==> src/rtl/sbs_pkg.sv <==
// Shared constants and controller/datapath interface types for the SOS1 branch split block.
package sbs_pkg;

  localparam int MAX_SET_VARS_DEF = 64;

  localparam int VAL_W     = 48;
  localparam int TOL_W     = 24;
  localparam int SUM_OUT_W = 54;
  localparam int CNT_OUT_W = 7;
  localparam int SCORE_W   = 18;

  localparam logic [TOL_W-1:0] TOL_RESET = 24'd17;

  typedef struct packed {
    logic accept;
    logic walk_start;
    logic walk_en;
    logic score;
    logic emit;
  } sbs_cmd_t;

  typedef struct packed {
    logic cand;
    logic walk_done;
  } sbs_stat_t;

endpackage

==> src/rtl/sos1_branch_split.sv <==
// Top level of the SOS1 branch split block: controller and datapath.
//
// Usage: the variables of one SOS1 set are sent one request per cycle,
// while busy is low, on in_value, in_lower_bound, in_upper_bound and
// in_last_var. A request is taken at a rising edge where start is high
// and busy is low. Each variable is stored with its free flag, and the
// running nonzero count and sum are updated as it loads. Variables past
// MAX_SET_VARS are dropped and flagged. The request with in_last_var set
// closes the set; busy then rises, and for a set that is a branching
// candidate a sequencer walks the stored set once through the store's
// single read port, one entry per cycle. The result appears for exactly
// one cycle with out_valid high, and the receiver cannot stall it. busy
// falls as out_valid rises. zero_tol is written through cfg_wr_en and
// cfg_wr_data; the user must do so only while the block is idle, which
// the block itself does not enforce.
// Reset (rst_n low, synchronous) empties the set, clears the flags and
// loads the tolerance with its default; the store needs no clearing.
module sos1_branch_split import sbs_pkg::*; #(
  parameter int MAX_SET_VARS = MAX_SET_VARS_DEF
) (
  input  logic                        clk,
  input  logic                        rst_n,
  input  logic                        start,
  output logic                        busy,
  input  logic signed [VAL_W-1:0]     in_value,
  input  logic signed [VAL_W-1:0]     in_lower_bound,
  input  logic signed [VAL_W-1:0]     in_upper_bound,
  input  logic                        in_last_var,
  input  logic                        cfg_wr_en,
  input  logic [TOL_W-1:0]            cfg_wr_data,
  output logic                        out_valid,
  output logic                        out_feasible,
  output logic                        out_is_candidate,
  output logic [CNT_OUT_W-1:0]        out_nonzero_count,
  output logic signed [SUM_OUT_W-1:0] out_nonzero_sum,
  output logic [CNT_OUT_W-1:0]        out_left_end,
  output logic [CNT_OUT_W-1:0]        out_right_start,
  output logic [CNT_OUT_W-1:0]        out_left_count,
  output logic [CNT_OUT_W-1:0]        out_right_count,
  output logic signed [SUM_OUT_W-1:0] out_left_sum,
  output logic signed [SUM_OUT_W-1:0] out_right_sum,
  output logic signed [SCORE_W-1:0]   out_branch_score,
  output logic                        out_set_overflow
);

  sbs_cmd_t             cmd;
  sbs_stat_t            stat;
  logic [CNT_OUT_W-1:0] left_end;

  sbs_ctrl u_ctrl (
    .clk         (clk),
    .rst_n       (rst_n),
    .start       (start),
    .in_last_var (in_last_var),
    .stat        (stat),
    .cmd         (cmd),
    .busy        (busy)
  );

  sbs_datapath #(
    .MAX_SET_VARS (MAX_SET_VARS)
  ) u_datapath (
    .clk               (clk),
    .rst_n             (rst_n),
    .cmd               (cmd),
    .stat              (stat),
    .cfg_wr_en         (cfg_wr_en),
    .cfg_wr_data       (cfg_wr_data),
    .in_value          (in_value),
    .in_lower_bound    (in_lower_bound),
    .in_upper_bound    (in_upper_bound),
    .out_valid         (out_valid),
    .out_feasible      (out_feasible),
    .out_is_candidate  (out_is_candidate),
    .out_nonzero_count (out_nonzero_count),
    .out_nonzero_sum   (out_nonzero_sum),
    .out_left_end      (left_end),
    .out_left_count    (out_left_count),
    .out_right_count   (out_right_count),
    .out_left_sum      (out_left_sum),
    .out_right_sum     (out_right_sum),
    .out_branch_score  (out_branch_score),
    .out_set_overflow  (out_set_overflow)
  );

  // The right side always begins where the left walk ended.
  assign out_left_end    = left_end;
  assign out_right_start = left_end;

endmodule

==> src/rtl/sbs_ctrl.sv <==
// Controller state machine that sequences loading, the split walk and the result.
module sbs_ctrl import sbs_pkg::*; (
  input  logic      clk,
  input  logic      rst_n,
  input  logic      start,
  input  logic      in_last_var,
  input  sbs_stat_t stat,
  output sbs_cmd_t  cmd,
  output logic      busy
);

  typedef enum logic [2:0] {
    S_LOAD,
    S_CHECK,
    S_WALK,
    S_SCORE,
    S_OUT
  } state_t;

  state_t state_r, state_nxt;
  logic   busy_r, busy_nxt;

  always_comb begin
    state_nxt = state_r;
    unique case (state_r)
      S_LOAD: begin
        if (start && !busy_r && in_last_var) begin
          state_nxt = S_CHECK;
        end
      end
      S_CHECK: begin
        state_nxt = stat.cand ? S_WALK : S_OUT;
      end
      S_WALK: begin
        if (stat.walk_done) begin
          state_nxt = S_SCORE;
        end
      end
      S_SCORE: begin
        state_nxt = S_OUT;
      end
      S_OUT: begin
        state_nxt = S_LOAD;
      end
      default: begin
        state_nxt = S_LOAD;
      end
    endcase
    busy_nxt = (state_nxt != S_LOAD);
  end

  always_ff @(posedge clk) begin
    if (!rst_n) begin
      state_r <= S_LOAD;
      busy_r  <= 1'b0;
    end else begin
      state_r <= state_nxt;
      busy_r  <= busy_nxt;
    end
  end

  always_comb begin
    cmd.accept     = start && !busy_r;
    cmd.walk_start = (state_r == S_CHECK);
    cmd.walk_en    = (state_r == S_WALK);
    cmd.score      = (state_r == S_SCORE);
    cmd.emit       = (state_r == S_OUT);
  end

  assign busy = busy_r;

endmodule

==> src/rtl/sbs_datapath.sv <==
// Datapath: set store, running nonzero totals, split walk, score and result registers.
module sbs_datapath import sbs_pkg::*; #(
  parameter int MAX_SET_VARS = MAX_SET_VARS_DEF
) (
  input  logic                        clk,
  input  logic                        rst_n,
  input  sbs_cmd_t                    cmd,
  output sbs_stat_t                   stat,
  input  logic                        cfg_wr_en,
  input  logic [TOL_W-1:0]            cfg_wr_data,
  input  logic signed [VAL_W-1:0]     in_value,
  input  logic signed [VAL_W-1:0]     in_lower_bound,
  input  logic signed [VAL_W-1:0]     in_upper_bound,
  output logic                        out_valid,
  output logic                        out_feasible,
  output logic                        out_is_candidate,
  output logic [CNT_OUT_W-1:0]        out_nonzero_count,
  output logic signed [SUM_OUT_W-1:0] out_nonzero_sum,
  output logic [CNT_OUT_W-1:0]        out_left_end,
  output logic [CNT_OUT_W-1:0]        out_left_count,
  output logic [CNT_OUT_W-1:0]        out_right_count,
  output logic signed [SUM_OUT_W-1:0] out_left_sum,
  output logic signed [SUM_OUT_W-1:0] out_right_sum,
  output logic signed [SCORE_W-1:0]   out_branch_score,
  output logic                        out_set_overflow
);

  localparam int CNT_W  = $clog2(MAX_SET_VARS + 1);
  localparam int ADDR_W = $clog2(MAX_SET_VARS);
  localparam int ACC_W  = VAL_W + CNT_W;
  localparam int CMP_W  = ACC_W + 2;
  localparam int PROD_W = 2 * (CNT_W + 1);
  localparam int SCF_W  = PROD_W + 5;
  localparam int CX_W   = CNT_W + CNT_OUT_W;
  localparam int SX_W   = ACC_W + SUM_OUT_W;
  localparam int SCX_W  = SCF_W + SCORE_W;
  localparam logic [CNT_W-1:0] MAX_CNT = CNT_W'(MAX_SET_VARS);

  // Each entry holds the free flag above the stored value.
  logic [VAL_W:0] mem [0:MAX_SET_VARS-1];
  logic [VAL_W:0] mem_q_r;

  logic [TOL_W-1:0]        tol_r;
  logic [CNT_W-1:0]        fill_r;
  logic [CNT_W-1:0]        nz_cnt_r;
  logic signed [ACC_W-1:0] nz_sum_r;
  logic                    ovf_r;

  logic [CNT_W-1:0]        rd_idx_r;
  logic [ADDR_W-1:0]       rd_pos_r;
  logic                    rd_vld_r;
  logic                    stopped_r;
  logic [CNT_W-1:0]        lcnt_r;
  logic [CNT_W-1:0]        rcnt_r;
  logic [CNT_W-1:0]        lend_r;
  logic signed [ACC_W-1:0] psum_r;
  logic signed [PROD_W-1:0] prod_r;

  logic                    out_valid_r;

  // Load-side tests.
  logic signed [VAL_W:0]   val_x;
  logic signed [VAL_W:0]   tol_x;
  logic signed [VAL_W:0]   diff_x;
  logic                    nz_hit;
  logic                    is_free;
  logic                    has_room;

  assign val_x    = {in_value[VAL_W-1], in_value};
  assign tol_x    = $signed((VAL_W+1)'(tol_r));
  assign diff_x   = {in_upper_bound[VAL_W-1], in_upper_bound}
                  - {in_lower_bound[VAL_W-1], in_lower_bound};
  assign nz_hit   = val_x > tol_x;
  assign is_free  = diff_x > tol_x;
  assign has_room = (fill_r != MAX_CNT);

  // Walk-side split tests, worked in doubled form so no halves appear.
  logic signed [VAL_W-1:0] q_val;
  logic                    q_free;
  logic signed [CMP_W-1:0] v_c;
  logic signed [CMP_W-1:0] p_c;
  logic signed [CMP_W-1:0] n_c;
  logic signed [CMP_W-1:0] sum1;
  logic signed [CMP_W-1:0] sum2;
  logic                    cond1;
  logic                    cond2;
  logic                    issue;
  logic                    cand;

  assign q_val  = $signed(mem_q_r[VAL_W-1:0]);
  assign q_free = mem_q_r[VAL_W];
  assign v_c    = CMP_W'(q_val);
  assign p_c    = CMP_W'(psum_r);
  assign n_c    = CMP_W'(nz_sum_r);
  assign sum1   = (p_c + v_c) <<< 1;
  assign sum2   = v_c + (p_c <<< 1);
  assign cond1  = sum1 < n_c;
  assign cond2  = sum2 < n_c;
  assign issue  = cmd.walk_en && (rd_idx_r != fill_r);
  assign cand   = (nz_cnt_r > CNT_W'(1));

  assign stat.cand      = cand;
  assign stat.walk_done = (rd_idx_r == fill_r) && !rd_vld_r;

  // Store write and registered read.
  always_ff @(posedge clk) begin
    if (cmd.accept && has_room) begin
      mem[fill_r[ADDR_W-1:0]] <= {is_free, in_value};
    end
    if (issue) begin
      mem_q_r <= mem[rd_idx_r[ADDR_W-1:0]];
    end
  end

  // Tolerance register and running set totals.
  always_ff @(posedge clk) begin
    if (!rst_n) begin
      tol_r    <= TOL_RESET;
      fill_r   <= '0;
      nz_cnt_r <= '0;
      nz_sum_r <= '0;
      ovf_r    <= 1'b0;
    end else begin
      if (cfg_wr_en) begin
        tol_r <= cfg_wr_data;
      end
      if (cmd.emit) begin
        fill_r   <= '0;
        nz_cnt_r <= '0;
        nz_sum_r <= '0;
        ovf_r    <= 1'b0;
      end else if (cmd.accept) begin
        if (has_room) begin
          fill_r <= fill_r + CNT_W'(1);
          if (nz_hit) begin
            nz_cnt_r <= nz_cnt_r + CNT_W'(1);
            nz_sum_r <= nz_sum_r + ACC_W'(in_value);
          end
        end else begin
          ovf_r <= 1'b1;
        end
      end
    end
  end

  // Split walk: one stored entry per cycle, left side until the split point,
  // then free entries are counted for the right side.
  logic signed [CNT_W:0] lm1;
  logic signed [CNT_W:0] rm1;

  assign lm1 = $signed({1'b0, lcnt_r}) - $signed((CNT_W+1)'(1));
  assign rm1 = $signed({1'b0, rcnt_r}) - $signed((CNT_W+1)'(1));

  always_ff @(posedge clk) begin
    if (!rst_n) begin
      rd_vld_r  <= 1'b0;
      stopped_r <= 1'b0;
      rd_idx_r  <= '0;
    end else if (cmd.walk_start) begin
      rd_vld_r  <= 1'b0;
      stopped_r <= 1'b0;
      rd_idx_r  <= '0;
    end else begin
      rd_vld_r <= issue;
      if (issue) begin
        rd_idx_r <= rd_idx_r + CNT_W'(1);
      end
      if (rd_vld_r && q_free && !stopped_r && !cond1) begin
        stopped_r <= 1'b1;
      end
    end
  end

  always_ff @(posedge clk) begin
    if (cmd.walk_start) begin
      lcnt_r <= '0;
      rcnt_r <= '0;
      lend_r <= '0;
      psum_r <= '0;
      prod_r <= '0;
    end else begin
      if (issue) begin
        rd_pos_r <= rd_idx_r[ADDR_W-1:0];
      end
      if (rd_vld_r && q_free) begin
        if (stopped_r) begin
          rcnt_r <= rcnt_r + CNT_W'(1);
        end else begin
          if (cond1 || cond2) begin
            lcnt_r <= lcnt_r + CNT_W'(1);
            psum_r <= psum_r + ACC_W'(q_val);
          end
          if (!cond1) begin
            lend_r <= CNT_W'(rd_pos_r) + CNT_W'(1);
          end
        end
      end
      if (cmd.score) begin
        if (!stopped_r) begin
          lend_r <= fill_r;
        end
        prod_r <= PROD_W'(lm1) * PROD_W'(rm1);
      end
    end
  end

  // Result formation; counts and sums wrap to their field widths.
  logic [CX_W-1:0]          nz_cnt_x;
  logic [CX_W-1:0]          lend_x;
  logic [CX_W-1:0]          lcnt_x;
  logic [CX_W-1:0]          rcnt_x;
  logic signed [SX_W-1:0]   nz_sum_x;
  logic signed [SX_W-1:0]   psum_x;
  logic signed [SX_W-1:0]   rsum_x;
  logic signed [SCF_W-1:0]  score_b;
  logic signed [SCF_W-1:0]  score20;
  logic signed [SCX_W-1:0]  score_x;

  assign nz_cnt_x = CX_W'(nz_cnt_r);
  assign lend_x   = CX_W'(lend_r);
  assign lcnt_x   = CX_W'(lcnt_r);
  assign rcnt_x   = CX_W'(rcnt_r);
  assign nz_sum_x = SX_W'(nz_sum_r);
  assign psum_x   = SX_W'(psum_r);
  assign rsum_x   = nz_sum_x - psum_x;
  assign score_b  = SCF_W'(prod_r);
  // Times twenty as sixteen plus four.
  assign score20  = (score_b <<< 4) + (score_b <<< 2);
  assign score_x  = SCX_W'(score20);

  always_ff @(posedge clk) begin
    if (!rst_n) begin
      out_valid_r <= 1'b0;
    end else begin
      out_valid_r <= cmd.emit;
    end
  end

  always_ff @(posedge clk) begin
    if (cmd.emit) begin
      out_feasible      <= !cand;
      out_is_candidate  <= cand;
      out_nonzero_count <= nz_cnt_x[CNT_OUT_W-1:0];
      out_nonzero_sum   <= nz_sum_x[SUM_OUT_W-1:0];
      out_left_end      <= lend_x[CNT_OUT_W-1:0];
      out_left_count    <= lcnt_x[CNT_OUT_W-1:0];
      out_right_count   <= rcnt_x[CNT_OUT_W-1:0];
      out_left_sum      <= psum_x[SUM_OUT_W-1:0];
      out_right_sum     <= cand ? rsum_x[SUM_OUT_W-1:0] : '0;
      out_branch_score  <= score_x[SCORE_W-1:0];
      out_set_overflow  <= ovf_r;
    end
  end

  assign out_valid = out_valid_r;

endmodule
==> config.mk <==
export PLATFORM = sky130hd
export DESIGN_NAME = sos1_branch_split
export DESIGN_NICKNAME = d
export VERILOG_FILES = /design/src/rtl/sbs_pkg.sv /design/src/rtl/sos1_branch_split.sv /design/src/rtl/sbs_ctrl.sv /design/src/rtl/sbs_datapath.sv
export SDC_FILE = /design/constraint.sdc
export NUM_CORES = 2
export LEC_CHECK = 0
export ABC_CLOCK_PERIOD_IN_PS = 12500
export BUFFER_PORTS_ARGS = -buffer_cell sky130_fd_sc_hd__buf_2
export CORE_MARGIN = 2
export CORE_UTILIZATION = 45
export DETAILED_ROUTE_END_ITERATION = 10
export PLACE_DENSITY = 0.62
export SETUP_SLACK_MARGIN = 0.3
export SYNTH_ARGS = -nofsm -noshare
export SYNTH_HDL_FRONTEND = slang
export SYNTH_SLANG_ARGS = --single-unit
export TNS_END_PERCENT = 10
==> constraint.sdc <==
create_clock -name clk -period 12.5 [get_ports clk]
set_clock_uncertainty 0.2 [all_clocks]
set_input_delay 1.875 -clock clk [delete_from_list [all_inputs] [get_ports clk]]
set_output_delay 1.875 -clock clk [all_outputs]
set_load 0.02 [all_outputs]
==> summary.md <==
| Metric | Value |
|---|---|
| Post-detailed-routing wire length | `456,800 um` |
| Most used flip-flop cell after synthesis | `sky130_fd_sc_hd__edfxtp_1` |
| Setup slack at placement | `4.319 ns` |
| TritonCTS clock tree | `done` |
| Number of pins exceeding their max-slew limit in the final report | `0` |
| WP data arrival | `8.84 ns` |
| Max Cap Violations | `0` |
| Initial drt markers | `11,393` |
| Clock insertion delay at the later pin of the skew report | `0.95 ns` |
| Via count of the first global-routing pass | `85,919` |
| Mean Syn Cell Area | `17.84 um^2` |
| Hold_buf cts | `0` |
| Total clock buffers created by CTS | `370` |
| Leading area contributor after synthesis | `sky130_fd_sc_hd__edfxtp_1` |
| Number of placed I/O pins | `393` |
| Post-cts repair resize count | `0` |
| Maximum number of pins on one net before global-route repair | `129` |
| Min Hold Slack | `0.2637 ns` |
| Routed length per placed instance | `32.21 um` |
| Upper clock frequency limit | `121.4 MHz` |
| Number of cells traversed by the worst hold path | `2` |
| Detailed-routing iteration count for the pre-antenna-repair pass | `6` |
| Maximum level of the CTS H-tree | `5` |
| Worst hold path type | `register to register` |
| Least setup slack across all paths after layout | `4.261 ns` |
| Period utilisation layout | `65.91%` |
| Run status | `complete, no violations` |
| Number of synthesized flops with an enable pin | `3,400` |
| Crit path from | `u_datapath.mem_q_r[16]$_DFFE_PP_` |
| Peak supply drop | `0.1810 mV` |
| Mean number of vias per cell | `6.125` |
| Wire length of the first global-routing pass | `640,300 um` |
| Die Y-Extent | `592.1 um` |
| Placeable Area | `0.3435 mm^2` |
| Largest driver fanout on the critical path | `71` |
| Capturing instance or port of the critical path | `u_datapath.psum_r[0]$_SDFFE_PN0P_` |
| Worst Tran Pin Value | `1.323 ns` |
| Sink Count | `3,600` |
| Syn Inst Count | `8,723` |
| Kind of critical path | `register to register` |
| Top library cells by usage in the layout, fill and taps aside | `3,400 x sky130_fd_sc_hd__edfxtp_1, 1,029 x sky130_fd_sc_hd__mux4_2, 484 x sky130_fd_sc_hd__nor2_1, 468 x sky130_fd_sc_hd__ha_1, 401 x sky130_fd_sc_hd__a21oi_1` |
| Worst R2R Setup Slack | `4.26 ns` |
| Unrepaired setup endpoints after global routing | `no` |
| Worst relative slew slack | `11.81%` |
| Number of antenna violations at the first check in global routing | `54` |
| Most prevalent standard cell on the critical path | `sky130_fd_sc_hd__o21ai_0` |
| Antenna viol nets, final | `0` |
| Worst-path cell with the longest stage delay | `sky130_fd_sc_hd__buf_4` |
| Final total negative setup slack | `0 ns` |
| Clock root buffer | `sky130_fd_sc_hd__clkbuf_16` |
| Portion of the post-synthesis area used by sequential elements | `68.17%` |
| CP Data Required Time | `13.10 ns` |
| Die ar. | `0.3506 mm^2` |
| Global Route Usage Sum | `25.81%` |
| Post-place instance area | `0.1640 mm^2` |
| Number of standard-cell rows in the floorplan | `215` |
| Main area contributors after synthesis | `sky130_fd_sc_hd__edfxtp_1 66%, sky130_fd_sc_hd__mux4_2 15%, sky130_fd_sc_hd__ha_1 3.8%, sky130_fd_sc_hd__dfxtp_1 2.6%, sky130_fd_sc_hd__nor2_1 1.3%` |
| Number of input and output port buffers inserted | `390` |
| Terminus of the critical flop-to-flop path | `u_datapath.psum_r[0]$_SDFFE_PN0P_` |
| Detailed placement HPWL | `279,100 um` |
| Post-synthesis async set-or-reset flop share | `0%` |
| Layout overhead on the synthesized area | `13.11%` |
| Share of post-route cells with drive strength above 1 | `23.48%` |
| Final net count | `10,005` |
| Proportion of netlist area held by the largest area contributor | `65.60%` |
| Min Tclk post-route | `8.239 ns` |
| Most common cell after layout, fill and taps aside | `sky130_fd_sc_hd__edfxtp_1` |
| Largest incremental delay on the critical path | `0.60 ns` |
| Areal power density over the cells | `153.8 mW/mm^2` |
| YS warnings | `0` |
| Final-report hold violation count | `0` |
| Global route total overflow | `0` |
| Buffers from clock root to sink, at most | `4` |
| Flops & latches, synth | `3,600` |
| Initial core utilization | `45.31%` |
| Die Width | `592.1 um` |
| FF-to-FF path depth | `25` |
| Worst setup SP type | `register` |
| Clock edge transition at the registers on the reported setup and hold paths | `0.06 ns` |
| Remaining routing DRC violations | `0` |
| Total standard cell area after synthesis | `0.1556 mm^2` |
| Via count | `86,857` |
| Start of the worst register-to-register path | `u_datapath.mem_q_r[16]$_DFFE_PP_` |
| Type of element capturing the critical path | `register` |
| Count of cell types in the netlist | `83` |
| Final estimated routing congestion in global placement | `0.9038` |
| Final setup fails | `0` |
| Buffers inserted during post-CTS setup optimization | `0` |
| Final Instance Area | `0.1760 mm^2` |
| Leakage power | `57.98 nW` |
[registers in the layout (all words and copies together), names as in the netlist, 3 cells and up, named ones only]
| name | count |
|---|---|
| u_datapath.mem | 3136 |
| u_datapath.nz_sum_r | 55 |
| u_datapath.psum_r | 55 |
| u_datapath.out_left_sum | 54 |
| u_datapath.out_nonzero_sum | 54 |
| u_datapath.out_right_sum | 54 |
| u_datapath.mem_q_r | 49 |
| u_datapath.tol_r | 24 |
| u_datapath.out_branch_score | 16 |
| u_datapath.prod_r | 16 |
| u_datapath.fill_r | 7 |
| u_datapath.lcnt_r | 7 |
| u_datapath.nz_cnt_r | 7 |
| u_datapath.out_left_count | 7 |
| u_datapath.out_left_end | 7 |
| u_datapath.out_nonzero_count | 7 |
| u_datapath.out_right_count | 7 |
| u_datapath.rcnt_r | 7 |
| u_datapath.rd_idx_r | 7 |
| u_datapath.rd_pos_r | 6 |
| u_ctrl.state_r | 3 |
[power breakdown]
group / internal (mW) / switching (mW)
Sequential: 13.3 / 0.0867
Combinational: 1.06 / 1.66
Clock: 6.28 / 4.68
[through the flow]
| stage | std cells | power, mW | util [%] |
|---|---|---|---|
| after detailed placement | 13487 | 16.34 | 47.74 |
| after floorplan | 8724 | 15.46 | - |
| after global routing | 14174 | 28.01 | 51.24 |
| final | 14181 | 27.07 | 51.24 |
| after global placement | 13487 | 16.31 | 47.74 |
| after CTS | 14169 | 27.23 | 51.24 |
[area by class of cell]
class | count | area (um^2)
Inverter | 346 | 1306
Timing Repair Buffer | 594 | 3596
Fill cell | 27506 | 167500
Multi-Input combinational cell | 4390 | 47290
Antenna cell | 12 | 30.03
Clock inverter | 226 | 2181
Tap cell | 4557 | 5702
Sequential cell | 3600 | 106100
Clock buffer | 456 | 9811
[Yosys cell counts, types with 20 or more instances]
cell type	number
sky130_fd_sc_hd__fa_1	62
sky130_fd_sc_hd__nand2_1	286
sky130_fd_sc_hd__nor4_1	24
sky130_fd_sc_hd__ha_1	468
sky130_fd_sc_hd__o211ai_1	27
sky130_fd_sc_hd__nor2b_1	57
sky130_fd_sc_hd__mux4_2	1029
sky130_fd_sc_hd__edfxtp_1	3400
sky130_fd_sc_hd__nor2_1	550
sky130_fd_sc_hd__nor3_1	63
sky130_fd_sc_hd__o21ai_0	198
sky130_fd_sc_hd__mux2i_1	35
sky130_fd_sc_hd__inv_1	345
sky130_fd_sc_hd__dfxtp_1	200
sky130_fd_sc_hd__xor2_1	122
sky130_fd_sc_hd__xnor2_1	176
sky130_fd_sc_hd__nand3_1	86
sky130_fd_sc_hd__o21a_1	50
sky130_fd_sc_hd__a211oi_1	35
sky130_fd_sc_hd__buf_1	76
sky130_fd_sc_hd__o31ai_1	29
sky130_fd_sc_hd__a21o_1	177
sky130_fd_sc_hd__o21ai_1	20
sky130_fd_sc_hd__a21oi_1	401
sky130_fd_sc_hd__a31oi_1	43
sky130_fd_sc_hd__and3_1	35
sky130_fd_sc_hd__nand2b_1	35
sky130_fd_sc_hd__o21bai_1	48
sky130_fd_sc_hd__and2_1	24
sky130_fd_sc_hd__or3_1	23
sky130_fd_sc_hd__clkbuf_1	295
sky130_fd_sc_hd__nand4_1	85
[worst min-delay path by stage]
stage                                               from                                      to  slack (ns)
detailed placement  u_datapath.nz_sum_r[54]$_SDFFE_PP0P_    u_datapath.nz_sum_r[54]$_SDFFE_PP0P_        0.26
global route                                    register    u_datapath.out_left_end[1]$_DFFE_PP_        0.30
CTS                 u_datapath.nz_sum_r[54]$_SDFFE_PP0P_    u_datapath.nz_sum_r[54]$_SDFFE_PP0P_        0.27
floorplan              u_datapath.lcnt_r[2]$_SDFFE_PN0P_  u_datapath.out_left_count[2]$_DFFE_PP_        0.21
global placement    u_datapath.nz_sum_r[54]$_SDFFE_PP0P_    u_datapath.nz_sum_r[54]$_SDFFE_PP0P_        0.25
finish              u_datapath.nz_sum_r[54]$_SDFFE_PP0P_    u_datapath.nz_sum_r[54]$_SDFFE_PP0P_        0.26
[kinds of logic after synthesis]
logic type / Yosys count / synth area share (%)
simple gates: 1321 / 3.904
buf+inv: 734 / 1.814
flops: 3600 / 68.17
other cells: 1 / 0.002409
mux: 1065 / 15.12
compound gates: 1174 / 4.748
xor+xnor: 298 / 1.677
fa+ha+maj: 530 / 4.560
[routing by layer]
layer	GRT usage, %	routed length [um]	vias up
met5	0	90	-
met4	7.781	14680	14
met3	4.486	41500	686
met2	41.20	215300	4303
met1	36.48	185200	45609
li1	-	-	36245
[critical path, delay by kind of cell (launching register included)]
| family | cells | cell delay (ns) |
|---|---|---|
| AOI/OAI and AO/OA | 15 | 4.09 |
| and+or+nand+nor | 4 | 1.13 |
| buffers and inverters | 2 | 0.99 |
| adders and majority gates | 2 | 0.72 |
| DFF | 1 | 0.41 |
| muxes | 1 | 0.26 |
| xor gates and xnor gates | 1 | 0.19 |
No activity file was read; power rests on OpenSTA's default activity.
